File: src/rtl/core/msa_rle_pkg.sv
`timescale 1ns / 1ps
// ============================================================================
// msa_rle_pkg
// Shared types and constants of the track run-length decoder.
// ============================================================================
package msa_rle_pkg;

    // Escape byte that opens a run, and the slack allowed past the track size.
    localparam logic [7:0] ESCAPE_BYTE  = 8'hE5;
    localparam int         SLACK_BYTES  = 8;

    // Defaults for the top-level parameters.
    localparam int MAX_SECTORS_DEF  = 32;
    localparam int SECTOR_BYTES_DEF = 512;

    // Configuration port.
    localparam int         CFG_W         = 6;
    localparam int         PADDR_W       = 2;
    localparam int         PDATA_W       = 32;
    localparam logic [1:0] REG_SECTORS   = 2'd0;
    localparam logic [5:0] SECTORS_RESET = 6'd9;

    // Decoder phase: which byte of the record is expected next.
    typedef enum logic [1:0] {
        PH_LITERAL  = 2'd0,
        PH_VALUE    = 2'd1,
        PH_COUNT_HI = 2'd2,
        PH_COUNT_LO = 2'd3
    } phase_t;

    // Track status carried by each result.
    typedef enum logic [1:0] {
        ST_OK       = 2'd0,
        ST_OVERFLOW = 2'd1,
        ST_CUTOFF   = 2'd2,
        ST_SHORT    = 2'd3
    } status_t;

    // One byte of a track record.
    typedef struct packed {
        logic [7:0] data_byte;
        logic       end_of_track;
        logic       stored_raw;
    } in_item_t;

    // Outcome of one decode step.
    typedef struct packed {
        logic        have;
        logic [7:0]  run_value;
        logic [15:0] run_length;
        logic        track_done;
        status_t     status;
    } step_result_t;

endpackage

File: src/rtl/core/msa_rle_ifs.sv
`timescale 1ns / 1ps
// ============================================================================
// msa_rle_ifs
// Valid/ready channels for record bytes in and decoded runs out.
// ============================================================================
interface msa_rle_in_if;
    logic       valid;
    logic       ready;
    logic [7:0] data_byte;
    logic       end_of_track;
    logic       stored_raw;

    modport source (output valid, output data_byte, output end_of_track,
                    output stored_raw, input ready);
    modport sink   (input valid, input data_byte, input end_of_track,
                    input stored_raw, output ready);
endinterface

interface msa_rle_out_if;
    logic        valid;
    logic        ready;
    logic [7:0]  run_value;
    logic [15:0] run_length;
    logic        track_done;
    logic [1:0]  status;

    modport source (output valid, output run_value, output run_length,
                    output track_done, output status, input ready);
    modport sink   (input valid, input run_value, input run_length,
                    input track_done, input status, output ready);
endinterface

File: src/rtl/core/msa_rle_core.sv
`timescale 1ns / 1ps
// ============================================================================
// msa_rle_core
// Per-track decoder state and the single-pass step that updates it.
// ============================================================================
module msa_rle_core #(
    parameter int MAX_SECTORS  = 32,
    parameter int SECTOR_BYTES = 512
) (
    input  logic                       clk,
    input  logic                       rst_n,
    input  logic                       step_en,
    input  msa_rle_pkg::in_item_t      item,
    input  logic [msa_rle_pkg::CFG_W-1:0] sectors,
    output msa_rle_pkg::step_result_t  result
);
    import msa_rle_pkg::*;

    localparam int LIMIT_MAX = MAX_SECTORS * SECTOR_BYTES + SLACK_BYTES;
    localparam int TRACK_W   = $clog2(LIMIT_MAX + 1);
    localparam int SECT_W    = $clog2(MAX_SECTORS + 1);
    localparam int WIDE_W    = (TRACK_W > 16) ? TRACK_W : 16;

    phase_t               phase_reg, phase_next;
    logic [7:0]           held_value_reg, held_value_next;
    logic [7:0]           count_high_reg, count_high_next;
    logic [TRACK_W-1:0]   bytes_produced_reg, bytes_produced_next;
    logic                 overflowed_reg, overflowed_next;

    logic [6:0]           sect_wide;
    logic [SECT_W-1:0]    sect_eff;
    logic [TRACK_W-1:0]   track_size;
    logic [TRACK_W-1:0]   limit;
    logic [TRACK_W-1:0]   room;
    logic                 have;
    logic [7:0]           val;
    logic [WIDE_W-1:0]    len_wide;
    logic [WIDE_W-1:0]    sum_wide;

    // Clamp the register to the supported sector range.
    always_comb
    begin
        sect_wide = {1'b0, sectors};
        if (sect_wide == 7'd0)
        begin
            sect_eff = SECT_W'(1);
        end
        else if (sect_wide > 7'(MAX_SECTORS))
        begin
            sect_eff = SECT_W'(MAX_SECTORS);
        end
        else
        begin
            sect_eff = SECT_W'(sect_wide);
        end
        track_size = TRACK_W'(sect_eff) * TRACK_W'(SECTOR_BYTES);
        limit      = track_size + TRACK_W'(SLACK_BYTES);
        room       = (bytes_produced_reg < limit) ? (limit - bytes_produced_reg)
                                                  : '0;
    end

    always_comb
    begin
        phase_next          = phase_reg;
        held_value_next     = held_value_reg;
        count_high_next     = count_high_reg;
        bytes_produced_next = bytes_produced_reg;
        overflowed_next     = overflowed_reg;
        have                = 1'b0;
        val                 = 8'd0;
        len_wide            = '0;
        sum_wide            = '0;

        if (!overflowed_reg)
        begin
            case (phase_reg)
                PH_LITERAL:
                begin
                    if (!item.stored_raw && item.data_byte == ESCAPE_BYTE)
                    begin
                        phase_next = PH_VALUE;
                    end
                    else
                    begin
                        have     = 1'b1;
                        val      = item.data_byte;
                        len_wide = WIDE_W'(1);
                    end
                end
                PH_VALUE:
                begin
                    held_value_next = item.data_byte;
                    phase_next      = PH_COUNT_HI;
                end
                PH_COUNT_HI:
                begin
                    count_high_next = item.data_byte;
                    phase_next      = PH_COUNT_LO;
                end
                default:
                begin
                    have       = 1'b1;
                    val        = held_value_reg;
                    len_wide   = WIDE_W'({count_high_reg, item.data_byte});
                    phase_next = PH_LITERAL;
                end
            endcase

            if (have)
            begin
                // Clip the run so that the track ends exactly at the limit.
                if (len_wide >= WIDE_W'(room))
                begin
                    len_wide        = WIDE_W'(room);
                    overflowed_next = 1'b1;
                end
                sum_wide            = WIDE_W'(bytes_produced_reg) + len_wide;
                bytes_produced_next = sum_wide[TRACK_W-1:0];
            end
        end

        result.have       = have || item.end_of_track;
        result.run_value  = val;
        result.run_length = len_wide[15:0];
        result.track_done = item.end_of_track;
        result.status     = overflowed_next ? ST_OVERFLOW : ST_OK;

        if (item.end_of_track)
        begin
            if (overflowed_next)
            begin
                result.status = ST_OVERFLOW;
            end
            else if (phase_next != PH_LITERAL)
            begin
                result.status = ST_CUTOFF;
            end
            else if (bytes_produced_next < track_size)
            begin
                result.status = ST_SHORT;
            end
            else
            begin
                result.status = ST_OK;
            end
            phase_next          = PH_LITERAL;
            held_value_next     = 8'd0;
            count_high_next     = 8'd0;
            bytes_produced_next = '0;
            overflowed_next     = 1'b0;
        end
    end

    always_ff @(posedge clk or negedge rst_n)
    begin
        if (!rst_n)
        begin
            phase_reg          <= PH_LITERAL;
            held_value_reg     <= 8'd0;
            count_high_reg     <= 8'd0;
            bytes_produced_reg <= '0;
            overflowed_reg     <= 1'b0;
        end
        else if (step_en)
        begin
            phase_reg          <= phase_next;
            held_value_reg     <= held_value_next;
            count_high_reg     <= count_high_next;
            bytes_produced_reg <= bytes_produced_next;
            overflowed_reg     <= overflowed_next;
        end
    end

endmodule

File: src/rtl/core/msa_track_rle_decoder_top.sv
`timescale 1ns / 1ps
// ============================================================================
// msa_track_rle_decoder_top
// Escape-byte run-length decoder of floppy tracks, a byte a cycle if unstalled.
// ============================================================================
//
//  Channel   Dir   Handshake          Request carries
//  --------  ----  -----------------  -----------------------------------------
//  in_ch     in    valid / ready      data_byte, end_of_track, stored_raw
//  out_ch    out   valid / ready      run_value, run_length, track_done, status
//  APB       in    psel / penable     sectors_per_track at byte address 0
//
// One record byte is accepted every cycle while out_ch is not stalled. A
// byte sits in the input register, where the decode step updates the track
// state, and the run it produces is loaded into the output register, from
// which out_ch takes it. rst_n clears the track state, the valid flags and
// sets sectors_per_track to 9. When out_ch is stalled with a result held,
// the input register holds too and in_ch.ready drops only if that register
// is also occupied.
//
module msa_track_rle_decoder_top #(
    parameter int MAX_SECTORS  = msa_rle_pkg::MAX_SECTORS_DEF,
    parameter int SECTOR_BYTES = msa_rle_pkg::SECTOR_BYTES_DEF
) (
    input  logic                          clk,
    input  logic                          rst_n,
    input  logic                          psel,
    input  logic                          penable,
    input  logic                          pwrite,
    input  logic [msa_rle_pkg::PADDR_W-1:0] paddr,
    input  logic [msa_rle_pkg::PDATA_W-1:0] pwdata,
    output logic [msa_rle_pkg::PDATA_W-1:0] prdata,
    output logic                          pready,
    msa_rle_in_if.sink                    in_ch,
    msa_rle_out_if.source                 out_ch
);
    import msa_rle_pkg::*;

    // Configuration register: written on the access phase of an APB write.
    logic [CFG_W-1:0] sectors_reg;
    logic             cfg_write;

    assign pready    = 1'b1;
    assign cfg_write = psel && penable && pwrite && (paddr == REG_SECTORS);
    assign prdata    = (paddr == REG_SECTORS) ? PDATA_W'(sectors_reg) : '0;

    always_ff @(posedge clk or negedge rst_n)
    begin
        if (!rst_n)
        begin
            sectors_reg <= SECTORS_RESET;
        end
        else if (cfg_write)
        begin
            sectors_reg <= pwdata[CFG_W-1:0];
        end
    end

    // The whole pipeline moves whenever the output register is free or its
    // result is being taken this cycle.
    logic         advance;
    logic         in_fire;
    logic         step_en;
    logic         s1_valid_reg, s1_valid_next;
    in_item_t     s1_item_reg;
    step_result_t step_res;
    logic         out_valid_reg, out_valid_next;
    logic [7:0]   out_value_reg;
    logic [15:0]  out_length_reg;
    logic         out_done_reg;
    status_t      out_status_reg;

    assign advance     = !out_valid_reg || out_ch.ready;
    assign in_ch.ready = !s1_valid_reg || advance;
    assign in_fire     = in_ch.valid && in_ch.ready;
    assign step_en     = s1_valid_reg && advance;

    always_comb
    begin
        s1_valid_next = s1_valid_reg;
        if (in_fire)
        begin
            s1_valid_next = 1'b1;
        end
        else if (advance)
        begin
            s1_valid_next = 1'b0;
        end

        out_valid_next = out_valid_reg;
        if (advance)
        begin
            out_valid_next = step_en && step_res.have;
        end
    end

    always_ff @(posedge clk or negedge rst_n)
    begin
        if (!rst_n)
        begin
            s1_valid_reg  <= 1'b0;
            out_valid_reg <= 1'b0;
        end
        else
        begin
            s1_valid_reg  <= s1_valid_next;
            out_valid_reg <= out_valid_next;
        end
    end

    // Payload registers carry no reset.
    always_ff @(posedge clk)
    begin
        if (in_fire)
        begin
            s1_item_reg.data_byte    <= in_ch.data_byte;
            s1_item_reg.end_of_track <= in_ch.end_of_track;
            s1_item_reg.stored_raw   <= in_ch.stored_raw;
        end
        if (step_en && step_res.have)
        begin
            out_value_reg  <= step_res.run_value;
            out_length_reg <= step_res.run_length;
            out_done_reg   <= step_res.track_done;
            out_status_reg <= step_res.status;
        end
    end

    // The decode step and the per-track state it owns.
    msa_rle_core #(
        .MAX_SECTORS  (MAX_SECTORS),
        .SECTOR_BYTES (SECTOR_BYTES)
    ) u_core (
        .clk     (clk),
        .rst_n   (rst_n),
        .step_en (step_en),
        .item    (s1_item_reg),
        .sectors (sectors_reg),
        .result  (step_res)
    );

    assign out_ch.valid      = out_valid_reg;
    assign out_ch.run_value  = out_value_reg;
    assign out_ch.run_length = out_length_reg;
    assign out_ch.track_done = out_done_reg;
    assign out_ch.status     = out_status_reg;

    // Results before the end of a track can only report ok or overflow.
    a_mid_status : assert property (@(posedge clk) disable iff (!rst_n)
        out_valid_reg && !out_done_reg |->
            (out_status_reg == ST_OK || out_status_reg == ST_OVERFLOW))
        else $error("mid-track result carries a final-only status");

    // A cut-off escape never delivers data with its final result.
    a_cutoff_empty : assert property (@(posedge clk) disable iff (!rst_n)
        out_valid_reg && out_status_reg == ST_CUTOFF |->
            (out_done_reg && out_length_reg == 16'd0 && out_value_reg == 8'd0))
        else $error("cut-off escape result carries data");

    // The input side stalls only behind a held, untaken result.
    a_stall_cause : assert property (@(posedge clk) disable iff (!rst_n)
        !in_ch.ready |-> (s1_valid_reg && out_valid_reg && !out_ch.ready))
        else $error("input stalled without a blocked result");

endmodule
File: src/flat_wrapper.sv
// flat-port wrapper written by rule: the top's interface ports become plain ports
module msa_track_rle_decoder_top_flat import msa_rle_pkg::*;
#(
    parameter int MAX_SECTORS  = msa_rle_pkg::MAX_SECTORS_DEF,
    parameter int SECTOR_BYTES = msa_rle_pkg::SECTOR_BYTES_DEF
)
  (clk, rst_n, psel, penable, pwrite, paddr, pwdata, prdata, pready, in_ch_valid, in_ch_data_byte, in_ch_end_of_track, in_ch_stored_raw, in_ch_ready, out_ch_valid, out_ch_run_value, out_ch_run_length, out_ch_track_done, out_ch_status, out_ch_ready);
  msa_rle_in_if in_ch_i ();
  msa_rle_out_if out_ch_i ();
  input  logic clk;
  input  logic rst_n;
  input  logic psel;
  input  logic penable;
  input  logic pwrite;
  input  logic [msa_rle_pkg::PADDR_W-1:0] paddr;
  input  logic [msa_rle_pkg::PDATA_W-1:0] pwdata;
  output logic [msa_rle_pkg::PDATA_W-1:0] prdata;
  output logic pready;
  input wire logic [$bits(in_ch_i.valid)-1:0] in_ch_valid;
  input wire logic [$bits(in_ch_i.data_byte)-1:0] in_ch_data_byte;
  input wire logic [$bits(in_ch_i.end_of_track)-1:0] in_ch_end_of_track;
  input wire logic [$bits(in_ch_i.stored_raw)-1:0] in_ch_stored_raw;
  output wire logic [$bits(in_ch_i.ready)-1:0] in_ch_ready;
  output wire logic [$bits(out_ch_i.valid)-1:0] out_ch_valid;
  output wire logic [$bits(out_ch_i.run_value)-1:0] out_ch_run_value;
  output wire logic [$bits(out_ch_i.run_length)-1:0] out_ch_run_length;
  output wire logic [$bits(out_ch_i.track_done)-1:0] out_ch_track_done;
  output wire logic [$bits(out_ch_i.status)-1:0] out_ch_status;
  input wire logic [$bits(out_ch_i.ready)-1:0] out_ch_ready;
  assign in_ch_i.valid = in_ch_valid;
  assign in_ch_i.data_byte = in_ch_data_byte;
  assign in_ch_i.end_of_track = in_ch_end_of_track;
  assign in_ch_i.stored_raw = in_ch_stored_raw;
  assign in_ch_ready = in_ch_i.ready;
  assign out_ch_valid = out_ch_i.valid;
  assign out_ch_run_value = out_ch_i.run_value;
  assign out_ch_run_length = out_ch_i.run_length;
  assign out_ch_track_done = out_ch_i.track_done;
  assign out_ch_status = out_ch_i.status;
  assign out_ch_i.ready = out_ch_ready;
  msa_track_rle_decoder_top #(.MAX_SECTORS(MAX_SECTORS), .SECTOR_BYTES(SECTOR_BYTES)) u_core (.clk(clk), .rst_n(rst_n), .psel(psel), .penable(penable), .pwrite(pwrite), .paddr(paddr), .pwdata(pwdata), .prdata(prdata), .pready(pready), .in_ch(in_ch_i), .out_ch(out_ch_i));
endmodule
File: config.mk
export PLATFORM = sky130hd
export DESIGN_NAME = msa_track_rle_decoder_top_flat
export DESIGN_NICKNAME = d
export VERILOG_FILES = /design/src/rtl/core/msa_rle_pkg.sv /design/src/rtl/core/msa_rle_ifs.sv /design/src/rtl/core/msa_rle_core.sv /design/src/rtl/core/msa_track_rle_decoder_top.sv /design/src/flat_wrapper.sv
export SDC_FILE = /design/constraint.sdc
export NUM_CORES = 1
export LEC_CHECK = 0
export BUFFER_PORTS_ARGS = -buffer_cell sky130_fd_sc_hd__buf_2
export CORE_MARGIN = 2
export CORE_UTILIZATION = 42
export DETAILED_ROUTE_END_ITERATION = 8
export GPL_TIMING_DRIVEN = 0
export RECOVER_POWER = 25
export SYNTH_ARGS = -nofsm -noshare
export SYNTH_HDL_FRONTEND = slang
export SYNTH_SLANG_ARGS = --single-unit
export TNS_END_PERCENT = 5
File: constraint.sdc
create_clock -name clk -period 7.9 [get_ports clk]
set_clock_uncertainty 0.1 [all_clocks]
set_input_delay 1.185 -clock clk [delete_from_list [all_inputs] [get_ports clk]]
set_output_delay 1.185 -clock clk [all_outputs]
set_load 0.01 [all_outputs]
## Word-level counts from Yosys, hierarchy flattened

Index checks and enable logic that the tools add are counted.

| word-level totals | value |
|---|---|
| bits of input ports | 51 |
| word-level logic and storage cells | 90 |
| output and inout port bits | 62 |
| register bits after elaboration | 79 |

| cells by class | value |
|---|---|
| mux-type cells | 41 |
| equality and inequality tests | 4 |
| add/sub/neg operators | 3 |
| order comparisons | 4 |
| reductions and logical operators | 23 |

Operators with widths:

| operator | count |
|---|---|
| $mux 16 | 5 |
| $mux 15 | 4 |
| $mux 8 | 7 |
| $pmux 16 s2 | 1 |
| $lt 15x15->1 | 2 |
| $mux 6 | 3 |
| $ge 16x15->1 | 1 |
| $pmux 8 s2 | 1 |
| $add 15x15->15 | 1 |
| $add 15x4->15 const B | 1 |
| $sub 15x15->15 | 1 |
| $mux 2 | 7 |
| $mux 1 | 11 |
| $eq 8x8->1 const B | 1 |
| $reduce_bool 2->1 | 4 |
| $logic_and 1x1->1 | 7 |
| $gt 6x6->1 const B | 1 |
| $logic_not 6->1 | 1 |
| $pmux 2 s3 | 1 |
| $reduce_and 3->1 | 2 |
| $logic_not 2->1 | 2 |
| $logic_not 1->1 | 3 |
| $logic_or 1x1->1 | 3 |
| $eq 2x1->1 const B | 1 |
| 4 further kinds | 4 |

## Depth between registers and ports, before layout

| logic depth | value |
|---|---|
| depth after elaboration | 18 |
| gate-level depth with buffers | 36 |
| depth with buffers taken out | 34 |

## By module

A second synthesis with hierarchy kept.

| unflattened totals | value |
|---|---|
| cells, all modules | 571 |
| area total of the unflattened synthesis | 5391.4 µm² |

By module, submodules not included:

| module | times used | area each (µm²) | cells an instance | sequential area each (µm²) |
|---|---|---|---|---|
| msa_rle_core | 1 | 3676.0 | 474 | 850.8 |
| msa_track_rle_decoder_top | 1 | 1715.4 | 97 | 1313.8 |

## Worst setup path after synthesis

Ideal clock, no wire load.

| timing path | value |
|---|---|
| path type | reg2reg |
| start point | register u_core.sectors_reg[5] |
| end point | register u_core.out_status_reg[1], in the netlist u_core.out_ch.status[1], data pin |
| path buffers | 2 |
| data arrival time | 6.151 ns |
| stages on the path, launching flop included | 34 |
| required time | 7.538 ns |
| setup slack | 1.388 ns |
| cells stage by stage | dfrtp_1 > inv_1 > nand2_1 > inv_1 > ha_1 > a211oi_1 > nor2_2 > nor4bb_4 > nor2_1 > buf_2 > nand2_1 > ha_1 > a21o_1 > a211o_1 > a211oi_2 > o21ai_2 > buf_2 > o21ai_1 > ha_1 > inv_1 > fa_1 > nor2b_1 > o21a_1 > a311o_1 > a311oi_2 > o31ai_1 > and2_1 > mux2i_2 > xnor2_1 > ha_1 > and3_1 > nand3_1 > o21ai_1 > a21boi_1 |

| on the way | value |
|---|---|
| longest elaborated chain between the ends | 18 |
| elaborated cells between the ends (all ways) | 23 |
| those cells by class | add/sub (3); order compare (4); mux (15); reduce/logical (1) |

RTL lines:

| what | RTL line | text |
|---|---|---|
| start, declared | msa_track_rle_decoder_top.sv:40 | `logic [CFG_W-1:0] sectors_reg;` |
| start signal, assigned | msa_track_rle_decoder_top.sv:55 | `sectors_reg <= pwdata[CFG_W-1:0];` |
| $gt 6x6->1 | msa_rle_core.sv:48 | `else if (sect_wide > 7'(MAX_SECTORS))` |
| $mux 6 | msa_rle_core.sv:48 |  |
| $mux 6 * | msa_rle_core.sv:44 | `if (sect_wide == 7'd0)` |
| $add 15x4->15 | msa_rle_core.sv:57 | `limit = track_size + TRACK_W'(SLACK_BYTES);` |
| $sub 15x15->15 / $lt 15x15->1 (equally long branches) | msa_rle_core.sv:58 | `room = (bytes_produced_reg < limit) ? (limit - bytes_produced_reg)` |
| $mux 15 | msa_rle_core.sv:58 |  |
| $ge 16x15->1 | msa_rle_core.sv:112 | `if (len_wide >= WIDE_W'(room))` |
| $mux 16 | msa_rle_core.sv:112 |  |
| (+2 left out) | n/a |  |
| $add 15x15->15 | msa_rle_core.sv:117 | `sum_wide = WIDE_W'(bytes_produced_reg) + len_wide;` |
| $mux 15 | msa_rle_core.sv:109 | `if (have)` |
| $mux 15 | msa_rle_core.sv:74 | `if (!overflowed_reg)` |
| $lt 15x15->1 | msa_rle_core.sv:138 | `else if (bytes_produced_next < track_size)` |
| $mux 2 | msa_rle_core.sv:138 |  |
| $mux 2 | msa_rle_core.sv:134 | `else if (phase_next != PH_LITERAL)` |
| $mux 2 * | msa_rle_core.sv:130 | `if (overflowed_next)` |
| $mux 2 * | msa_rle_core.sv:128 | `if (item.end_of_track)` |
| end signal, assigned | msa_track_rle_decoder_top.sv:125 | `out_status_reg <= step_res.status;` |
| end, declared | msa_track_rle_decoder_top.sv:71 | `status_t out_status_reg;` |

Every way passes the cells marked *; elsewhere a longest branch is shown, timed or not. The select of a mux whose other input is x is not followed.
A chain may end at the register's enable or synchronous reset.

## Worst setup path after layout

| timing path | value |
|---|---|
| start point | register u_core.sectors_reg[1] |
| end point | register u_core.out_status_reg[1], in the netlist u_core.out_ch.status[1], data pin |

The elaborated chain is that of the path after synthesis.

==> results.sh <==
export IMPL_synth_edf_count=37
export IMPL_drc_errors=0
export IMPL_holdBufCountCts=0
export IMPL_placed_area_um2=6000
export IMPL_dr_pass1_iters=4
export IMPL_grt_start_max_net_pins=43
export IMPL_diodes=0
export IMPL_initial_utilization_pct=42.9
export IMPL_r2r_cells=33
export IMPL_cts_max_level=3
export IMPL_hp_start="u_core.s1_item_reg[1]$_DFFE_PP_"
export IMPL_worst_path_largest_cell_delay_ns=0.46
export IMPL_cap_violations=1
export IMPL_worst_slew_pin_transition_ns=2.47
export IMPL_path_max_fanout=10
export IMPL_dr_total_vias=4264
export IMPL_core_um2=12600
export IMPL_grt_usage_pct=19.7
export IMPL_cts_buffers_inserted=9
export IMPL_status="complete, but fails checks"
export IMPL_ctsRootBufferMaster="clkbuf_16"
export IMPL_clkTransAtPathRegs_ns=0.06
export IMPL_nNetsFinal=763
export IMPL_syn_avg_cell_area_um2=9.58
export IMPL_synth_distinct_cells=69
export IMPL_setup_violations=0
export IMPL_place_congestion=0.870
export IMPL_ant_nets=0
export IMPL_antenna_found_initial=0
export IMPL_numClockSinks=79
export IMPL_worstPathArrival_ns=7.38
export IMPL_whs_ns=0.347
export IMPL_cp_slowest_cell="nor4bb_4"
export IMPL_ir_drop_uv=142
export IMPL_grt_pass1_vias=4222
export IMPL_crit_required_ns=7.90
export IMPL_die_w_um=117
export IMPL_clock_latency_ns=0.36
export IMPL_period_share_pct=93.5
export IMPL_seq_area_frac_synth_pct=40.1
export IMPL_p_per_area_nw_per_um2=389
export IMPL_synthCells=563
export IMPL_dp_hpwl_um=9930
export IMPL_instances_no_fill=842
export IMPL_min_path_cells=0
export IMPL_dieArea_um2=13800
export IMPL_slew_limit_headroom_pct=-64.6
export IMPL_power_w=0.00248
export IMPL_wire_per_inst_um=15.5
export IMPL_holdPathEnd="u_core.out_ch.track_done$_DFFE_PP_"
export IMPL_finalHoldViolCount=0
export IMPL_stdcell_area_um2=6360
export IMPL_r2r_start="u_core.sectors_reg[1]$_DFFE_PN0P_"
export IMPL_globalRouteOverflowTotal=0
export IMPL_async_flop_share_pct=53.2
export IMPL_layout_min_cycle_time_ns=7.39
export IMPL_drive_above_1_share_pct=20.7
export IMPL_syn2layout_area_growth_pct=18.0
export IMPL_pin_count=113
export IMPL_cts_tree="yes"
export IMPL_syn_area_um2=5390
export IMPL_drt_iter0_drc=229
export IMPL_fin_util_pct=50.6
export IMPL_fmaxAchievable_mhz=135
export IMPL_synthFlopType="dfrtp_1"
export IMPL_synth_seq_cells=79
export IMPL_start_kind="register"
export IMPL_p_leak_nw=2.98
export IMPL_yosys_warnings=0
export IMPL_drv_slew=43
export IMPL_die_h_um=117
export IMPL_r2r_slack_ns=0.51
export IMPL_cts_max_path_buffers=2
export IMPL_critPathCaptureType="register"
export IMPL_violations="max-capacitance violations, max-slew violations"
export IMPL_hp_class="register to register"
export IMPL_rows=41
export IMPL_placedCellCount=820
export IMPL_via_per_inst=5.06
export IMPL_critPathKind="register to register"
export IMPL_grt_first_pass_wirelength_um=21300
export IMPL_io_buffers=59
export IMPL_reg2reg_to="u_core.out_ch.status[1]$_SDFFCE_PP0P_"
export IMPL_largest_reg_flops=16
export IMPL_wirelength_um=13000
[placed cells by master, fill, tap and decap left out, types with 3 or more instances in the layout]
cell type and instances:
buf_4 33, dfrtp_1 40, nand4_1 6, and2_1 28
o21a_1 5, a31oi_1 3, inv_1 37, mux2_2 9
conb_1 28, clkbuf_16 9, o22ai_1 4, nor2b_1 4
nand3b_1 3, nor3_2 3, nor2_1 28, o21ai_0 40
a21o_1 11, mux2i_1 16, a211o_1 3, ha_1 46
o21ai_1 7, xnor2_1 13, nor3_1 8, edfxtp_1 37
nand2_1 70, buf_2 59, nand2b_1 15, nand3_1 7
xor2_1 7, a21oi_1 18, clkbuf_1 14, a211oi_1 3
[cells in the mapped netlist (2+ instances only)]
master | n | share of area (%)
a211o_1 | 3 | 0.49
a211oi_1 | 3 | 0.42
a21boi_0 | 2 | 0.28
a21o_1 | 11 | 1.5
a21oi_1 | 18 | 1.7
a22o_1 | 2 | 0.32
a311o_1 | 2 | 0.37
a31oi_1 | 3 | 0.35
and2_1 | 28 | 3.2
and3_1 | 2 | 0.23
buf_2 | 2 | 0.19
buf_4 | 27 | 3.8
clkbuf_1 | 12 | 0.84
conb_1 | 2 | 0.14
dfrtp_1 | 40 | 19
dfstp_2 | 2 | 0.97
edfxtp_1 | 37 | 21
ha_1 | 46 | 11
inv_1 | 37 | 2.6
mux2_2 | 9 | 1.9
mux2i_1 | 16 | 3.0
mux2i_2 | 2 | 0.51
nand2_1 | 70 | 4.9
nand2b_1 | 15 | 1.7
nand3_1 | 7 | 0.65
nand3b_1 | 3 | 0.42
nand4_1 | 6 | 0.70
nor2_1 | 28 | 1.9
nor2b_1 | 4 | 0.46
nor3_1 | 10 | 0.93
nor4_1 | 2 | 0.23
o2111ai_1 | 2 | 0.32
o211ai_1 | 2 | 0.28
o21a_1 | 5 | 0.70
o21ai_0 | 40 | 3.7
o21ai_1 | 7 | 0.65
o21ai_2 | 2 | 0.32
o22ai_1 | 4 | 0.46
or3_1 | 2 | 0.23
xnor2_1 | 13 | 2.1
xor2_1 | 7 | 1.1
[worst max-delay path: cells and delay by family, from the launching register on]
| family | cells | cell delay (ns) |
|---|---|---|
| AO/OA/AOI/OAI | 11 | 2.40 |
| XOR/XNOR | 1 | 0.12 |
| adder cells (fa/ha/maj) | 5 | 1.42 |
| buffers and inverters | 3 | 0.49 |
| flip-flops | 1 | 0.41 |
| multiplexers | 1 | 0.22 |
| AND/OR/NAND/NOR | 12 | 1.96 |
[through the flow]
step,setup WS (ns),TNS (ns)
3_3_place_gp,0.208,0
4_1_cts,0.116,0
5_1_grt,-0.0244,-0.0305
2_1_floorplan,1.39,0
6_report,0.515,0
3_5_place_dp,0.165,0
[power by group]
| part | switching [W] | internal, W | leakage [nW] |
|---|---|---|---|
| Sequential | 0.0000760 | 0.000601 | 0.913 |
| Combinational | 0.000826 | 0.000582 | 1.94 |
| Clock | 0.000178 | 0.000214 | 0.129 |
| Total | 0.00108 | 0.00140 | 2.98 |
[worst max path at each step]
stage	startpoint	to	cells past startpoint
floorplan	u_core.sectors_reg[5]$_DFFE_PN0P_	u_core.out_ch.status[1]$_SDFFCE_PP0P_	33
global placement	u_core.sectors_reg[3]$_DFFE_PN1P_	u_core.out_ch.status[1]$_SDFFCE_PP0P_	34
detailed placement	u_core.sectors_reg[1]$_DFFE_PN0P_	u_core.out_ch.status[1]$_SDFFCE_PP0P_	34
CTS	u_core.sectors_reg[3]$_DFFE_PN1P_	u_core.out_ch.status[1]$_SDFFCE_PP0P_	34
global route	u_core.sectors_reg[1]$_DFFE_PN0P_	u_core.out_ch.status[1]$_SDFFCE_PP0P_	33
finish	u_core.sectors_reg[1]$_DFFE_PN0P_	u_core.out_ch.status[1]$_SDFFCE_PP0P_	33
[area by class of cell]
class | instances | area (um2)
Buffer | 42 | 264
Clock buffer | 10 | 229
Clock inverter | 6 | 46.3
Fill cell | 1177 | 6200
Inverter | 39 | 146
Multi-Input combinational cell | 429 | 2960
Sequential cell | 79 | 2160
Tap cell | 172 | 215
Timing Repair Buffer | 65 | 339
[what timing repair did]
action / 4_1_cts / 5_1_grt
resized for setup: 0 / 7
buffers inserted: 0 / 6
endpoints found under the setup margin: 0 / 2
[per-layer routing]
layer | part of all wire (%) | GRT usage [%] | routed length [um] | vias to the layer above
met5 | 0 | 0 | 0 | -
met1 | 47 | 25.3 | 6080 | 2005
met3 | 3.9 | 3.89 | 505 | 20
met2 | 47 | 32.6 | 6160 | 112
li1 | - | - | - | 2127
met4 | 2.1 | 7.76 | 267 | 0
[cell families after synthesis]
logic type	after synthesis	synth area share [%]
xor+xnor	20	3.25
buf+inv	81	7.56
compound gates	117	14.1
flops	79	40.1
simple gates	190	18.4
other cells	2	0.139
mux	27	5.36
fa+ha+maj	47	11.0
Power figures use the tool's default switching activity.
